File: src/hw/rtl/swmq_pkg.sv
// Shared constants for the sliding-window mean and quantile block.
// No dependencies; used by the interfaces, the top level and the bench.
`default_nettype none

package swmq_pkg;

  // Default sizing of the block
  localparam int MAX_WIDTH_DEF   = 32;
  localparam int NUM_PROBS_DEF   = 4;
  localparam int SAMPLE_BITS_DEF = 16;

  // Configuration port shape
  localparam int CFG_IW = 3;
  localparam int CFG_DW = 17;

  // Register indexes
  localparam logic [CFG_IW-1:0] REG_WIDTH  = 3'd0;
  localparam logic [CFG_IW-1:0] REG_ALIGN  = 3'd1;
  localparam logic [CFG_IW-1:0] REG_FRAC   = 3'd2;
  localparam logic [CFG_IW-1:0] REG_MODE   = 3'd3;
  localparam logic [CFG_IW-1:0] REG_PROB_A = 3'd4;
  localparam logic [CFG_IW-1:0] REG_PROB_B = 3'd5;
  localparam logic [CFG_IW-1:0] REG_PROB_C = 3'd6;
  localparam logic [CFG_IW-1:0] REG_PROB_D = 3'd7;

  // Alignment codes
  localparam logic [1:0] ALIGN_RIGHT  = 2'd0;
  localparam logic [1:0] ALIGN_LEFT   = 2'd1;
  localparam logic [1:0] ALIGN_CENTRE = 2'd2;

  // Statistic mode codes
  localparam logic [1:0] MODE_MEAN  = 2'd0;
  localparam logic [1:0] MODE_QUANT = 2'd1;
  localparam logic [1:0] MODE_BOTH  = 2'd2;

  // Q1.16 one
  localparam logic [16:0] ONE_Q16 = 17'h10000;

  // Register reset values
  localparam logic [5:0]  WIDTH_RST  = 6'd24;
  localparam logic [1:0]  ALIGN_RST  = ALIGN_RIGHT;
  localparam logic [16:0] FRAC_RST   = 17'd49152;
  localparam logic [1:0]  MODE_RST   = MODE_MEAN;
  localparam logic [16:0] PROB_A_RST = 17'd32768;
  localparam logic [16:0] PROB_B_RST = 17'd16384;
  localparam logic [16:0] PROB_C_RST = 17'd49152;
  localparam logic [16:0] PROB_D_RST = 17'd62259;

endpackage

`default_nettype wire

File: src/hw/rtl/swmq_if.sv
// Valid/ready channel interfaces for sample items and result items.
// Depends on swmq_pkg for the default sample width.
`default_nettype none

interface swmq_in_if #(
  parameter int SAMPLE_BITS = swmq_pkg::SAMPLE_BITS_DEF
);
  logic                          valid;
  logic                          ready;
  logic signed [SAMPLE_BITS-1:0] sample;
  logic                          missing;
  logic                          stream_end;

  modport source(output valid, sample, missing, stream_end, input ready);
  modport sink(input valid, sample, missing, stream_end, output ready);
endinterface

interface swmq_out_if #(
  parameter int SAMPLE_BITS = swmq_pkg::SAMPLE_BITS_DEF
);
  logic                          valid;
  logic                          ready;
  logic signed [SAMPLE_BITS-1:0] mean_value;
  logic                          mean_ok;
  logic signed [SAMPLE_BITS-1:0] quant_a;
  logic signed [SAMPLE_BITS-1:0] quant_b;
  logic signed [SAMPLE_BITS-1:0] quant_c;
  logic signed [SAMPLE_BITS-1:0] quant_d;
  logic                          quant_ok;
  logic [5:0]                    present_count;
  logic                          final_result;

  modport source(output valid, mean_value, mean_ok, quant_a, quant_b, quant_c, quant_d,
                 quant_ok, present_count, final_result, input ready);
  modport sink(input valid, mean_value, mean_ok, quant_a, quant_b, quant_c, quant_d,
               quant_ok, present_count, final_result, output ready);
endinterface

`default_nettype wire

File: src/hw/rtl/sliding_window_mean_quantile.sv
// Sliding-window mean and quantiles: top level with the sequencer and datapath.
// Depends on swmq_pkg, swmq_if, swmq_ram and swmq_div.
//
// Usage: sample items enter on "samples" (valid/ready), result items leave on
// "results" (valid/ready). Registers are written through cfg_wen/cfg_addr/
// cfg_wdata; the user must write them only while the block is idle, which
// the block itself does not enforce. Each sample item is written into a
// ring of MAX_WIDTH entries and then yields zero or one result item, or,
// when it carries stream_end, one result item per pending position, the last
// one flagged final_result. The block holds one item at a time: samples.ready
// is high only while nothing is in work. Per result the sequencer walks the
// window once for count and sum, runs the serial divider for the mean, ranks
// each present entry against every window entry through the one ring read
// port and then computes each quantile; with a window width of 32 and both
// statistics the ranking loop dominates. A result waits in its output
// register for as long as results.ready is low; nothing else advances
// meanwhile. Reset (rst, synchronous) clears the window, position and
// registers to defaults.
`default_nettype none

module sliding_window_mean_quantile #(
  parameter int MAX_WIDTH   = swmq_pkg::MAX_WIDTH_DEF,
  parameter int NUM_PROBS   = swmq_pkg::NUM_PROBS_DEF,
  parameter int SAMPLE_BITS = swmq_pkg::SAMPLE_BITS_DEF
) (
  input  wire logic                        clk,
  input  wire logic                        rst,
  input  wire logic                        cfg_wen,
  input  wire logic [swmq_pkg::CFG_IW-1:0] cfg_addr,
  input  wire logic [swmq_pkg::CFG_DW-1:0] cfg_wdata,
  swmq_in_if.sink                          samples,
  swmq_out_if.source                       results
);
  localparam int AW = (MAX_WIDTH > 1) ? $clog2(MAX_WIDTH) : 1;
  localparam int CW = $clog2(MAX_WIDTH + 1);
  localparam int SW = SAMPLE_BITS + CW;
  localparam int SB = SAMPLE_BITS;

  // Sequencer states
  localparam logic [4:0] S_IDLE  = 5'd0;
  localparam logic [4:0] S_EMIT  = 5'd1;
  localparam logic [4:0] S_SRD   = 5'd2;
  localparam logic [4:0] S_SAC   = 5'd3;
  localparam logic [4:0] S_QUAL  = 5'd4;
  localparam logic [4:0] S_DIVGO = 5'd5;
  localparam logic [4:0] S_DIVW  = 5'd6;
  localparam logic [4:0] S_RICHK = 5'd7;
  localparam logic [4:0] S_RIRD  = 5'd8;
  localparam logic [4:0] S_RILAT = 5'd9;
  localparam logic [4:0] S_RJRD  = 5'd10;
  localparam logic [4:0] S_RJAC  = 5'd11;
  localparam logic [4:0] S_RWR   = 5'd12;
  localparam logic [4:0] S_QMUL  = 5'd13;
  localparam logic [4:0] S_QRD0  = 5'd14;
  localparam logic [4:0] S_QRD1  = 5'd15;
  localparam logic [4:0] S_QPRD  = 5'd16;
  localparam logic [4:0] S_QADD  = 5'd17;
  localparam logic [4:0] S_OUT   = 5'd18;

  localparam logic [1:0] ALIGN_LEFT_C   = swmq_pkg::ALIGN_LEFT;
  localparam logic [1:0] ALIGN_CENTRE_C = swmq_pkg::ALIGN_CENTRE;

  // Configuration registers
  logic [5:0]  window_width;
  logic [1:0]  alignment;
  logic [16:0] min_fraction;
  logic [1:0]  stat_mode;
  logic [16:0] prob_a, prob_b, prob_c, prob_d;

  // Stream state
  logic [MAX_WIDTH-1:0] present;
  logic [31:0]          stream_position;
  logic [AW-1:0]        ring_head;

  // Sequencer and datapath registers
  logic [4:0]          st;
  logic                end_mode;
  logic [AW-1:0]       k;
  logic [CW-1:0]       w_r;
  logic [AW-1:0]       lead_r;
  logic [AW-1:0]       hi;
  logic [AW-1:0]       d;
  logic [AW-1:0]       i;
  logic [CW-1:0]       c;
  logic signed [SW-1:0] sum;
  logic [CW-1:0]       rank;
  logic signed [SB-1:0] vi;
  logic                ok;
  logic [1:0]          a;
  logic [16+CW:0]      idx;
  logic signed [SB-1:0] q0;
  logic [SB-1:0]       frac_prod;
  logic                interp;
  logic signed [SB-1:0] mean_r;
  logic                mean_ok_r;
  logic                quant_ok_r;
  logic signed [SB-1:0] q_res [4];

  // Memory and divider wires
  logic [AW-1:0] ring_raddr, sc_raddr;
  logic [SB-1:0] ring_rdata, sc_rdata;
  logic          accept;
  logic          div_done;
  logic [SW-1:0] div_q;
  logic [SW-1:0] sum_mag;

  // Combinational helpers
  logic [CW-1:0]  w_eff;
  logic [AW-1:0]  wm1, lead_now;
  logic           do_mean, do_q;
  logic [16+CW:0] need;
  logic [16+CW:0] have;
  logic [16:0]    psel, psat;
  logic [CW:0]    lo;
  logic           vj_less;
  logic signed [SB:0] diff;
  logic [SB+15:0] frac_full;

  // Ring slot d positions before the newest entry
  function automatic logic [AW-1:0] slot_of(input logic [AW-1:0] h, input logic [AW-1:0] dd);
    logic [AW:0] s;
    s = {1'b0, h} + (AW+1)'(MAX_WIDTH - 1) - {1'b0, dd};
    if (s >= (AW+1)'(MAX_WIDTH)) begin
      s = s - (AW+1)'(MAX_WIDTH);
    end
    return s[AW-1:0];
  endfunction

  assign accept = samples.valid && samples.ready;
  assign samples.ready = (st == S_IDLE);

  // Effective width and lead from the current registers
  always_comb begin
    if (window_width == 6'd0) begin
      w_eff = CW'(1);
    end else if ({1'b0, window_width} > 7'(MAX_WIDTH)) begin
      w_eff = CW'(MAX_WIDTH);
    end else begin
      w_eff = CW'(window_width);
    end
    wm1 = AW'(w_eff - 1'b1);
    case (alignment)
      ALIGN_LEFT_C:   lead_now = wm1;
      ALIGN_CENTRE_C: lead_now = wm1 - (wm1 >> 1);
      default:        lead_now = '0;
    endcase
  end

  assign do_mean = (stat_mode != swmq_pkg::MODE_QUANT);
  assign do_q    = (stat_mode != swmq_pkg::MODE_MEAN);
  assign need    = (17+CW)'(min_fraction * w_r);
  assign have    = (17+CW)'({c, 16'b0});

  // Quantile probability select and saturation
  always_comb begin
    case (a)
      2'd0:    psel = prob_a;
      2'd1:    psel = prob_b;
      2'd2:    psel = prob_c;
      default: psel = prob_d;
    endcase
    psat = (psel > swmq_pkg::ONE_Q16) ? swmq_pkg::ONE_Q16 : psel;
  end
  assign lo   = (CW+1)'(idx >> 16);
  assign diff = {sc_rdata[SB-1], sc_rdata} - {q0[SB-1], q0};

  // Full fraction times gap product, top bits give the floored step
  assign frac_full = idx[15:0] * diff[SB-1:0];

  // Rank order: smaller value, ties broken by ring distance
  assign vj_less = ($signed(ring_rdata) < vi) || (($signed(ring_rdata) == vi) && (d < i));

  // Read address selection
  assign ring_raddr = slot_of(ring_head, (st == S_RIRD) ? i : d);
  assign sc_raddr   = (st == S_QRD0) ? lo[AW-1:0] : AW'(lo + 1'b1);

  assign sum_mag = sum[SW-1] ? SW'(-sum) : SW'(sum);

  swmq_ram #(.WIDTH(SB), .DEPTH(MAX_WIDTH)) u_ring (
    .clk  (clk),
    .we   (accept),
    .waddr(ring_head),
    .wdata(samples.sample),
    .raddr(ring_raddr),
    .rdata(ring_rdata)
  );

  swmq_ram #(.WIDTH(SB), .DEPTH(MAX_WIDTH)) u_scratch (
    .clk  (clk),
    .we   (st == S_RWR),
    .waddr(rank[AW-1:0]),
    .wdata(vi),
    .raddr(sc_raddr),
    .rdata(sc_rdata)
  );

  swmq_div #(.NW(SW), .DW(CW)) u_div (
    .clk     (clk),
    .rst     (rst),
    .start   (st == S_DIVGO),
    .dividend(sum_mag),
    .divisor (c),
    .done    (div_done),
    .quotient(div_q)
  );

  // Configuration writes
  always_ff @(posedge clk) begin
    if (rst) begin
      window_width <= swmq_pkg::WIDTH_RST;
      alignment    <= swmq_pkg::ALIGN_RST;
      min_fraction <= swmq_pkg::FRAC_RST;
      stat_mode    <= swmq_pkg::MODE_RST;
      prob_a       <= swmq_pkg::PROB_A_RST;
      prob_b       <= swmq_pkg::PROB_B_RST;
      prob_c       <= swmq_pkg::PROB_C_RST;
      prob_d       <= swmq_pkg::PROB_D_RST;
    end else if (cfg_wen) begin
      case (cfg_addr)
        swmq_pkg::REG_WIDTH:  window_width <= cfg_wdata[5:0];
        swmq_pkg::REG_ALIGN:  alignment    <= cfg_wdata[1:0];
        swmq_pkg::REG_FRAC:   min_fraction <= cfg_wdata;
        swmq_pkg::REG_MODE:   stat_mode    <= cfg_wdata[1:0];
        swmq_pkg::REG_PROB_A: prob_a       <= cfg_wdata;
        swmq_pkg::REG_PROB_B: prob_b       <= cfg_wdata;
        swmq_pkg::REG_PROB_C: prob_c       <= cfg_wdata;
        swmq_pkg::REG_PROB_D: prob_d       <= cfg_wdata;
        default: ;
      endcase
    end
  end

  // Sequencer and datapath
  always_ff @(posedge clk) begin
    if (rst) begin
      st              <= S_IDLE;
      present         <= '0;
      stream_position <= '0;
      ring_head       <= '0;
      end_mode        <= 1'b0;
    end else begin
      case (st)
        S_IDLE: begin
          if (accept) begin
            present[ring_head] <= !samples.missing;
            ring_head <= (ring_head == AW'(MAX_WIDTH - 1)) ? '0 : AW'(ring_head + 1'b1);
            w_r      <= w_eff;
            lead_r   <= lead_now;
            end_mode <= samples.stream_end;
            if (samples.stream_end) begin
              k  <= (stream_position < 32'(lead_now)) ? AW'(stream_position) : lead_now;
              st <= S_EMIT;
            end else begin
              k <= lead_now;
              if (stream_position != 32'hFFFF_FFFF) begin
                stream_position <= stream_position + 1'b1;
              end
              if (stream_position >= 32'(lead_now)) begin
                st <= S_EMIT;
              end
            end
          end
        end
        S_EMIT: begin
          hi         <= AW'(w_r - 1'b1 - CW'(lead_r - k));
          d          <= '0;
          c          <= '0;
          sum        <= '0;
          mean_r     <= '0;
          mean_ok_r  <= 1'b0;
          quant_ok_r <= 1'b0;
          for (int n = 0; n < 4; n++) begin
            q_res[n] <= '0;
          end
          st <= S_SRD;
        end
        S_SRD: st <= S_SAC;
        S_SAC: begin
          // Accumulate count and sum over present entries
          if (present[ring_raddr]) begin
            c   <= c + 1'b1;
            sum <= sum + SW'($signed(ring_rdata));
          end
          if (d == hi) begin
            st <= S_QUAL;
          end else begin
            d  <= d + 1'b1;
            st <= S_SRD;
          end
        end
        S_QUAL: begin
          ok <= (c != '0) && (have >= need);
          if ((c != '0) && (have >= need)) begin
            if (do_mean) begin
              st <= S_DIVGO;
            end else begin
              i  <= '0;
              st <= S_RICHK;
            end
          end else begin
            st <= S_OUT;
          end
        end
        S_DIVGO: st <= S_DIVW;
        S_DIVW: begin
          if (div_done) begin
            mean_r    <= sum[SW-1] ? SB'(-div_q) : SB'(div_q);
            mean_ok_r <= 1'b1;
            i         <= '0;
            st        <= do_q ? S_RICHK : S_OUT;
          end
        end
        S_RICHK: begin
          // Skip absent entries in the outer ranking loop
          if (present[slot_of(ring_head, i)]) begin
            st <= S_RIRD;
          end else if (i == hi) begin
            a  <= '0;
            st <= S_QMUL;
          end else begin
            i <= i + 1'b1;
          end
        end
        S_RIRD: st <= S_RILAT;
        S_RILAT: begin
          vi   <= $signed(ring_rdata);
          d    <= '0;
          rank <= '0;
          st   <= S_RJRD;
        end
        S_RJRD: st <= S_RJAC;
        S_RJAC: begin
          if (present[ring_raddr] && vj_less) begin
            rank <= rank + 1'b1;
          end
          if (d == hi) begin
            st <= S_RWR;
          end else begin
            d  <= d + 1'b1;
            st <= S_RJRD;
          end
        end
        S_RWR: begin
          if (i == hi) begin
            a  <= '0;
            st <= S_QMUL;
          end else begin
            i  <= i + 1'b1;
            st <= S_RICHK;
          end
        end
        S_QMUL: begin
          idx <= (17+CW)'(psat * (c - 1'b1));
          st  <= S_QRD0;
        end
        S_QRD0: st <= S_QRD1;
        S_QRD1: begin
          q0 <= $signed(sc_rdata);
          st <= S_QPRD;
        end
        S_QPRD: begin
          // Interpolate toward the next sorted entry
          interp    <= (idx[15:0] != 16'd0) && ((lo + 1'b1) < (CW+1)'(c));
          frac_prod <= frac_full[SB+15:16];
          st        <= S_QADD;
        end
        S_QADD: begin
          q_res[a] <= interp ? SB'(q0 + $signed(frac_prod)) : q0;
          if (a == 2'(NUM_PROBS - 1)) begin
            quant_ok_r <= 1'b1;
            st         <= S_OUT;
          end else begin
            a  <= a + 1'b1;
            st <= S_QMUL;
          end
        end
        S_OUT: begin
          if (results.ready) begin
            if (!end_mode) begin
              st <= S_IDLE;
            end else if (k == '0) begin
              present         <= '0;
              stream_position <= '0;
              ring_head       <= '0;
              st              <= S_IDLE;
            end else begin
              k  <= k - 1'b1;
              st <= S_EMIT;
            end
          end
        end
        default: st <= S_IDLE;
      endcase
    end
  end

  // Result item
  assign results.valid         = (st == S_OUT);
  assign results.mean_value    = mean_r;
  assign results.mean_ok       = mean_ok_r;
  assign results.quant_a       = q_res[0];
  assign results.quant_b       = q_res[1];
  assign results.quant_c       = q_res[2];
  assign results.quant_d       = q_res[3];
  assign results.quant_ok      = quant_ok_r;
  assign results.present_count = 6'(c);
  assign results.final_result  = end_mode && (k == '0);

  // One item in work at a time
  a_one_item: assert property (@(posedge clk) disable iff (rst)
    results.valid |-> !samples.ready)
    else $error("result offered while a new item could be taken");

  // Count never exceeds the window span
  a_count_span: assert property (@(posedge clk) disable iff (rst)
    results.valid |-> ({1'b0, c} <= (CW+1)'(hi) + 1'b1))
    else $error("present count beyond window span");

  // A qualified mean or quantile set implies a qualified window
  a_mean_ok: assert property (@(posedge clk) disable iff (rst)
    results.valid && (results.mean_ok || results.quant_ok) |-> ok && (c != '0))
    else $error("statistic flagged on unqualified window");

  // The final result clears the stream state
  a_final_clear: assert property (@(posedge clk) disable iff (rst)
    results.valid && results.ready && results.final_result |=>
      (ring_head == '0) && (stream_position == '0) && (present == '0))
    else $error("stream state not cleared after final result");

endmodule

`default_nettype wire

File: src/hw/rtl/swmq_ram.sv
// Generic single-write, single-read RAM with registered read data.
// No dependencies.
`default_nettype none

module swmq_ram #(
  parameter int WIDTH = 16,
  parameter int DEPTH = 32
) (
  input  wire logic                                 clk,
  input  wire logic                                 we,
  input  wire logic [(DEPTH>1?$clog2(DEPTH):1)-1:0] waddr,
  input  wire logic [WIDTH-1:0]                     wdata,
  input  wire logic [(DEPTH>1?$clog2(DEPTH):1)-1:0] raddr,
  output      logic [WIDTH-1:0]                     rdata
);
  logic [WIDTH-1:0] mem [DEPTH];

  // Write port and registered read port
  always_ff @(posedge clk) begin
    if (we) begin
      mem[waddr] <= wdata;
    end
    rdata <= mem[raddr];
  end
endmodule

`default_nettype wire

File: src/hw/rtl/swmq_div.sv
// Serial restoring divider: one quotient bit per cycle.
// No dependencies; used by the top level for the window mean.
`default_nettype none

module swmq_div #(
  parameter int NW = 22,
  parameter int DW = 6
) (
  input  wire logic          clk,
  input  wire logic          rst,
  input  wire logic          start,
  input  wire logic [NW-1:0] dividend,
  input  wire logic [DW-1:0] divisor,
  output      logic          done,
  output      logic [NW-1:0] quotient
);
  localparam int NCW = $clog2(NW + 1);

  logic [DW-1:0]  rem;
  logic [NW-1:0]  num;
  logic [NCW-1:0] cnt;
  logic           busy;
  logic [DW:0]    rem_sh;
  logic           fits;

  assign rem_sh = {rem, num[NW-1]};
  assign fits   = rem_sh >= {1'b0, divisor};

  // Shift one dividend bit in, subtract when the divisor fits
  always_ff @(posedge clk) begin
    if (rst) begin
      busy <= 1'b0;
      done <= 1'b0;
      cnt  <= '0;
    end else begin
      done <= 1'b0;
      if (start) begin
        busy <= 1'b1;
        cnt  <= NCW'(NW);
        rem  <= '0;
        num  <= dividend;
      end else if (busy) begin
        rem      <= fits ? DW'(rem_sh - {1'b0, divisor}) : DW'(rem_sh);
        num      <= {num[NW-2:0], 1'b0};
        quotient <= {quotient[NW-2:0], fits};
        cnt      <= cnt - 1'b1;
        if (cnt == NCW'(1)) begin
          busy <= 1'b0;
          done <= 1'b1;
        end
      end
    end
  end
endmodule

`default_nettype wire

File: src/flat_wrapper.sv
// flat-port wrapper written by rule: the top's interface ports become plain ports
module sliding_window_mean_quantile_flat 
#(
  parameter int MAX_WIDTH   = swmq_pkg::MAX_WIDTH_DEF,
  parameter int NUM_PROBS   = swmq_pkg::NUM_PROBS_DEF,
  parameter int SAMPLE_BITS = swmq_pkg::SAMPLE_BITS_DEF
)
  (clk, rst, cfg_wen, cfg_addr, cfg_wdata, samples_valid, samples_sample, samples_missing, samples_stream_end, samples_ready, results_valid, results_mean_value, results_mean_ok, results_quant_a, results_quant_b, results_quant_c, results_quant_d, results_quant_ok, results_present_count, results_final_result, results_ready);
  swmq_in_if #(.SAMPLE_BITS(SAMPLE_BITS)) samples_i ();
  swmq_out_if #(.SAMPLE_BITS(SAMPLE_BITS)) results_i ();
  input  wire logic clk;
  input  wire logic rst;
  input  wire logic cfg_wen;
  input  wire logic [swmq_pkg::CFG_IW-1:0] cfg_addr;
  input  wire logic [swmq_pkg::CFG_DW-1:0] cfg_wdata;
  input wire logic [$bits(samples_i.valid)-1:0] samples_valid;
  input wire logic [$bits(samples_i.sample)-1:0] samples_sample;
  input wire logic [$bits(samples_i.missing)-1:0] samples_missing;
  input wire logic [$bits(samples_i.stream_end)-1:0] samples_stream_end;
  output wire logic [$bits(samples_i.ready)-1:0] samples_ready;
  output wire logic [$bits(results_i.valid)-1:0] results_valid;
  output wire logic [$bits(results_i.mean_value)-1:0] results_mean_value;
  output wire logic [$bits(results_i.mean_ok)-1:0] results_mean_ok;
  output wire logic [$bits(results_i.quant_a)-1:0] results_quant_a;
  output wire logic [$bits(results_i.quant_b)-1:0] results_quant_b;
  output wire logic [$bits(results_i.quant_c)-1:0] results_quant_c;
  output wire logic [$bits(results_i.quant_d)-1:0] results_quant_d;
  output wire logic [$bits(results_i.quant_ok)-1:0] results_quant_ok;
  output wire logic [$bits(results_i.present_count)-1:0] results_present_count;
  output wire logic [$bits(results_i.final_result)-1:0] results_final_result;
  input wire logic [$bits(results_i.ready)-1:0] results_ready;
  assign samples_i.valid = samples_valid;
  assign samples_i.sample = samples_sample;
  assign samples_i.missing = samples_missing;
  assign samples_i.stream_end = samples_stream_end;
  assign samples_ready = samples_i.ready;
  assign results_valid = results_i.valid;
  assign results_mean_value = results_i.mean_value;
  assign results_mean_ok = results_i.mean_ok;
  assign results_quant_a = results_i.quant_a;
  assign results_quant_b = results_i.quant_b;
  assign results_quant_c = results_i.quant_c;
  assign results_quant_d = results_i.quant_d;
  assign results_quant_ok = results_i.quant_ok;
  assign results_present_count = results_i.present_count;
  assign results_final_result = results_i.final_result;
  assign results_i.ready = results_ready;
  sliding_window_mean_quantile #(.MAX_WIDTH(MAX_WIDTH), .NUM_PROBS(NUM_PROBS), .SAMPLE_BITS(SAMPLE_BITS)) u_core (.clk(clk), .rst(rst), .cfg_wen(cfg_wen), .cfg_addr(cfg_addr), .cfg_wdata(cfg_wdata), .samples(samples_i), .results(results_i));
endmodule
File: config.mk
export PLATFORM = sky130hd
export DESIGN_NAME = sliding_window_mean_quantile_flat
export DESIGN_NICKNAME = d
export VERILOG_FILES = /design/src/hw/rtl/swmq_pkg.sv /design/src/hw/rtl/swmq_if.sv /design/src/hw/rtl/sliding_window_mean_quantile.sv /design/src/hw/rtl/swmq_ram.sv /design/src/hw/rtl/swmq_div.sv /design/src/flat_wrapper.sv
export SDC_FILE = /design/constraint.sdc
export NUM_CORES = 2
export LEC_CHECK = 0
export ABC_AREA = 0
export BUFFER_PORTS_ARGS = -buffer_cell sky130_fd_sc_hd__buf_2
export CAP_MARGIN = 20
export CORE_MARGIN = 2
export CORE_UTILIZATION = 25
export CTS_CLUSTER_DIAMETER = 200
export DETAILED_ROUTE_END_ITERATION = 12
export GPL_ROUTABILITY_DRIVEN = 0
export PLACE_DENSITY = 0.49
export SLEW_MARGIN = 5
export SYNTH_ARGS = -nofsm -noshare
export SYNTH_HDL_FRONTEND = slang
export SYNTH_SLANG_ARGS = --single-unit
File: constraint.sdc
create_clock -name clk -period 9.2 [get_ports clk]
set_clock_uncertainty 0.1 [all_clocks]
set_input_delay 0.92 -clock clk [delete_from_list [all_inputs] [get_ports clk]]
set_output_delay 0.92 -clock clk [all_outputs]
set_load 0.1 [all_outputs]
# Word level (Yosys, flattened, before mapping)
# Memory sizes are Yosys's and may differ from the RTL's. A register that Yosys moved wholly into a read port is not among the register bits.
# Index checks and enable logic that the tools add are counted.
# word_totals
ff_bits	378
mem_bits_rw	1088
input_bits	43
out_inout_bits	91
wordCells	310
mem_count	3
# op_classes
n_addsub	27
n_mul	3
magnitude_cmp	15
n_eq_ne	55
mux	107
bitwise_logic	3
n_reduce_logical	59
# mem_list
memory	depth	width	read_ports	rd_ports_with_merged_regs	write_ports	line	source
u_core.u_ring.mem	32	16	1	1	1	swmq_ram.sv:16	logic [WIDTH-1:0] mem [DEPTH];
u_core.u_scratch.mem	32	16	1	1	1	swmq_ram.sv:16	
u_core.q_res	4	16	4	0	4	sliding_window_mean_quantile.sv:97	logic signed [SB-1:0] q_res [4];
# op_table
operator	count
2-to-1 mux 32 bit	7
2-to-1 mux 5 bit	36
one-hot mux 32 bit (2 select lines)	2
one-hot mux 5 bit (19 select lines)	1
2-to-1 mux 22 bit	4
2-to-1 mux 16 bit	4
one-hot mux 17 bit (3 select lines)	1
one-hot mux 22 bit (2 select lines)	1
== test 5 x 4 -> 1 bit (second input constant)	8
one-hot mux 5 bit (2 select lines)	4
2-to-1 mux 6 bit	6
adder 32 x 1 -> 32 bit (second input constant)	1
bitwise mux 32 bit	1
greater-or-equal comparator 32 x 5 -> 1 bit	1
< comparator 32 x 5 -> 1 bit	1
multiplier 16 x 16 -> 32 bit	1
inequality test 32 bit (second input constant)	1
one-hot mux 16 bit (2 select lines)	1
AND reduction 2 bit	15
subtractor 5 x 1 -> 5 bit (second input constant)	6
one-hot mux 6 bit (2 select lines)	2
greater-or-equal comparator 22 x 23 -> 1 bit	1
multiplier 17 x 23 -> 23 bit	1
multiplier 17 x 6 -> 23 bit	1
70 further kinds	162

# Depth between registers and ports, before layout
# depth
depth_word	11
depth_mapped	37
ltp_nobuf	36

# Hierarchy
# From an unflattened synthesis, not the netlist that was laid out.
# unflattened
cells_unflattened	6426
area_unflattened_um2	79701.4
# modules_own_cells
module	n_inst	cells_per_inst	area_each_um2	seq_area_each_um2
swmq_ram	2	1143	20534.7	15695.1
sliding_window_mean_quantile	1	3983	36192.2	10009.6
swmq_div	1	157	2439.8	1641.6

# Worst setup path before layout
# OpenSTA, ideal clock, no wires.
# synth_path
path_kind	reg2reg
start	reg u_core.q0[0]
end	reg u_core.frac_prod[11] (data pin)
setup_ps	258
arrival_time_ps	8101
t_required_ps	8842
path_slack_ps	742
path_stages_with_launch	34
n_path_buf	1
synth_period_minus_slack_ps	8458
path_cell_list	edfxtp_1 ha_1 inv_1 fa_1 a21o_1 a21oi_1 o21ai_0 a21oi_1 o21ai_0 a211o_1 a2111oi_2 nor3_1 xor2_1 clkbuf_1 nand2_1 fa_1 inv_1 fa_1 fa_1 fa_1 fa_1 inv_1 fa_1 inv_1 ha_1 a21o_1 a21oi_1 nor2_1 or3_1 o2111ai_1 a21oi_1 or3_1 a21oi_1 xnor2_1
# synth_via
elab_chain_cells	2
# synth_rtl
item	line	source
start, declared	sliding_window_mean_quantile.sv:91	logic signed [SB-1:0] q0;
start signal, assigned	sliding_window_mean_quantile.sv:358	q0 <= $signed(sc_rdata);
subtractor 16 bit	sliding_window_mean_quantile.sv:165	assign diff = {sc_rdata[SB-1], sc_rdata} - {q0[SB-1], q0};
multiplier 16 x 16 -> 32 bit	sliding_window_mean_quantile.sv:168	assign frac_full = idx[15:0] * diff[SB-1:0];
net u_core.frac_full[27]	sliding_window_mean_quantile.sv:117	logic [SB+15:0] frac_full;
end signal, assigned	sliding_window_mean_quantile.sv:364	frac_prod <= frac_full[SB+15:16];
end, declared	sliding_window_mean_quantile.sv:92	logic [SB-1:0] frac_prod;
# The timed path passes the listed nets, and every way through them passes these cells.
# A chain may end at the register's enable or synchronous reset.

# Worst setup path after layout
# layout_path
start	reg u_core.u_scratch.rdata[0] (read register of u_core.u_scratch.mem)
end	reg u_core.frac_prod[11] (data pin)
# layout_via
elab_chain_cells	2
# layout_rtl
item	line	source
start, declared	swmq_ram.sv:14	output logic [WIDTH-1:0] rdata
subtractor 16 bit	sliding_window_mean_quantile.sv:165	
multiplier 16 x 16 -> 32 bit	sliding_window_mean_quantile.sv:168	
net u_core.frac_full[27]	sliding_window_mean_quantile.sv:117	
# The timed path passes the listed nets, and every way through them passes these cells.

==> metrics.md <==
| Metric | Value |
|---|---|
| Status | finished clean |
| Die span in y | 571 µm |
| Hold-fix buffers at CTS | 0 |
| Fmax | 0.115 GHz |
| GRT Residual Overflow | 0 |
| Initial Utilization | around a quarter |
| Final critical-path share of the clock period | 94.6% |
| Initial antenna violation count | 15 |
| Pwr/cell area | 214 nW/µm² |
| Worst min path class | input pin to register |
| Final Hold Vio Count | 0 |
| Nets@finish | ~7,000 |
| Pin count of the biggest net entering global routing | 129 |
| Worst Max-Slew Pin Slew | 1070 ps |
| Port bufs | 133 |
| Design Area, Final | 93,100 µm² |
| Part of the power in registers | 39.4% |
| Worst Setup Start Kind | register |
| Max stage delay on crit path | 510 ps |
| Layout cells sized above 1 | 17.4% |
| Combinational power share | between 20% and 30% |
| CP Class | register to register |
| Die width | 571 µm |
| Die area | 326,000 µm² |
| Clock Tree Root | clkbuf_16 |
| Max_slew headroom | 28.9% |
| Syn. warnings | 0 |
| P_sw | 6.05 mW |
| Row cnt | roughly 210 |
| Core area | 321,000 µm² |
| First-pass GRT wire length | 321 mm |
| Synth Register Bits | 1,497 |
| Clock power frac | 34.1% |
| Unrepaired setup endpoints after global routing | true |
| CP dominant cell by count | fa_1 |
| DRC violations left | 0 |
| Static Leak | about 34 nW |
| Clock sinks | 1,497 |
| Data arrival, critical path | 9150 ps |
| Cells after Synth | between 5,000 and 6,000 |
| DRT Pass-1 Iters | 5 |
| Total Wirelength | 212 mm |
| Dpl cell area | 87,000 µm² |
| Worst VDD drop | 0.300 mV |
| Fin crit period | around 8700 ps |
| Detailed Route Iter0 Violations | 3,337 |
| ANT nets after route | 0 |
| CP required | approximately 9600 ps |
| Synthesized cell area | 80,400 µm² |
| Internal power component | 13.9 mW |
| Switching Fraction | between 30 and 40% |
| Synth Flop Type | edfxtp_1 |
| Fin. max-slew vios | 0 |
| Post-synth EDFFs | between 1,000 and 1,500 |
| DPL Wire Length | between 100 and 150 mm |
| Commonest non-fill, non-tap cell in the layout | edfxtp_1 |
| Clock Latency Late Sink | 830 ps |
| Fraction of registers with async set/reset | 0% |
| Pwr Total | 19.9 mW |
| Area Overhead vs Synth | 15.7% |
| CTS tree | yes |
| Vias in the first global route | 49,783 |
| Slowest CP cell | fa_1 |
| Max H-tree Level | 4 |
| Vias per Instance | 4.50 |
| Post-Syn Nets | between 6,000 and 7,000 |
| Sequential share of the synthesized area | a little over half |
| Most frequent cells in the layout | 1,288 x edfxtp_1, 581 x inv_1, 518 x nand2_1 |
| CTS Buf Count | 168 |
| MaxCap Viol Count | 0 |
| Finish-stage setup viols | 0 |
| Worst-path clk slew | 60 ps |
| WL/cell | 20.0 µm |
| Total Routing Usage GR | 12.9% |
| Crit-path max FO | 16 |
| Crit end category | register |
| Yosys cell types | 87 |
| Deepest clock path buffer count | 4 |
| Via count of the routed design | between 40,000 and 50,000 |
| Syn avg cell area | 13.5 µm² |
| # IOs | 134 |
per-stage QoR:
stage | setup TNS [ps] | instances | hold WS, ps | util (%) | setup slack [ps]
6_report | 0 | 10624 | 318 | 29.0 | 498
4_1_cts | 0 | 10596 | 250 | 28.9 | 86.8
3_5_place_dp | -87.2 | 10299 | 314 | 27.1 | -60.6
5_1_grt | -24.2 | 10623 | 280 | 29.0 | -24.2
3_3_place_gp | -49.0 | 10298 | 319 | 27.1 | -33.7
2_1_floorplan | 0 | 5971 | 308 | - | 742
cells by family after synthesis:
logic type,share of synthesized area [%]
AO/OA/AOI/OAI,4.81
adder cells (fa/ha/maj),15.0
multiplexers,10.3
AND/OR/NAND/NOR,10.0
flip-flops,53.3
buffers and inverters,4.11
XOR/XNOR,2.46
routing by layer:
layer  wire, µm  GRT usage (%)
met1      95100           17.2
met5         65              0
met4       3630           2.82
met3       8230           1.67
met2     105000           22.1
critical path: cells and delay by family, from the launching register on:
kind                     cells  cell delay (ps)
adder cells (fa/ha/maj)      9             3670
AO/OA/AOI/OAI               13             2690
AND/OR/NAND/NOR              5             1190
buffers and inverters        5              440
flip-flops                   1              300
XOR/XNOR                     1               70
power by group through the flow:
stage	combinational [mW]	sequential (mW)	clock, mW
floorplan	3.44	8.24	0
global placement	5.29	8.00	0
finish	5.27	7.85	6.80
CTS	5.36	7.86	6.98
detailed placement	5.32	8.01	0
global route	5.73	7.87	7.23
sequential cells by signal (all words and copies together), names as in the netlist, 22 cells and up:
register / cells
u_core.idx: 23
u_core.present: 32
u_core.q_res: 64
u_core.stream_position: 32
u_core.sum: 22
u_core.u_div.num: 22
u_core.u_ring.mem: 512
u_core.u_scratch.mem: 512
synthesized netlist by cell type, types with 16 or more instances:
cell type / count / share of area, %
and2_1: 200 / 1.6
fa_1: 399 / 9.9
xor2_1: 97 / 1.1
a311oi_1: 33 / 0.36
edfxtp_1: 1288 / 48
and3_1: 19 / 0.15
dfxtp_1: 209 / 5.2
or2_2: 19 / 0.15
or3_1: 39 / 0.30
mux2i_1: 25 / 0.31
a211oi_1: 21 / 0.20
or4b_2: 18 / 0.22
nand3_1: 113 / 0.70
ha_1: 328 / 5.1
nand2_1: 518 / 2.4
nor2_1: 417 / 1.9
mux2_2: 35 / 0.49
a211o_1: 16 / 0.17
xnor2_1: 129 / 1.4
a21o_1: 32 / 0.30
a222oi_1: 17 / 0.21
clkbuf_1: 204 / 0.95
buf_2: 24 / 0.15
a21oi_1: 222 / 1.4
inv_1: 581 / 2.7
nand2b_1: 52 / 0.40
nor2b_1: 59 / 0.46
nand4_1: 42 / 0.33
nor4_1: 22 / 0.17
nand3b_1: 26 / 0.24
o21ai_0: 121 / 0.75
nor4b_1: 21 / 0.23
buf_1: 37 / 0.17
nor3_1: 69 / 0.43
mux4_2: 338 / 9.5
layout make-up:
cell class | count | area, µm²
Clock inverter | 74 | 833
Sequential cell | 1497 | 42900
Antenna cell | 9 | 22.5
Fill cell | 32389 | 228000
Inverter | 585 | 2200
Multi-Input combinational cell | 3615 | 34700
Tap cell | 4305 | 5390
Timing Repair Buffer | 316 | 2340
Clock buffer | 223 | 4730
final timing paths:
| path | startpoint | end | slack, ps | depth (start not counted) |
|---|---|---|---|---|
| max | u_core.u_scratch.rdata[0] | u_core.frac_prod[11] | 500 | 33 |
| min | cfg_wdata[2] | u_core.prob_a[2] | 320 | 3 |
| max reg2reg | u_core.u_scratch.rdata[0] | u_core.frac_prod[11] | 500 | 33 |
| min reg2reg | u_core.u_scratch.rdata[0] | u_core.q0[0] | 330 | 0 |
timing repair:
action                                  CTS  global route
endpoints found under the setup margin    4             9
setup buffers                             0             2
pin swaps                                 0             4
gates resized for setup                   2            14
Power figures use the tool's default switching activity.
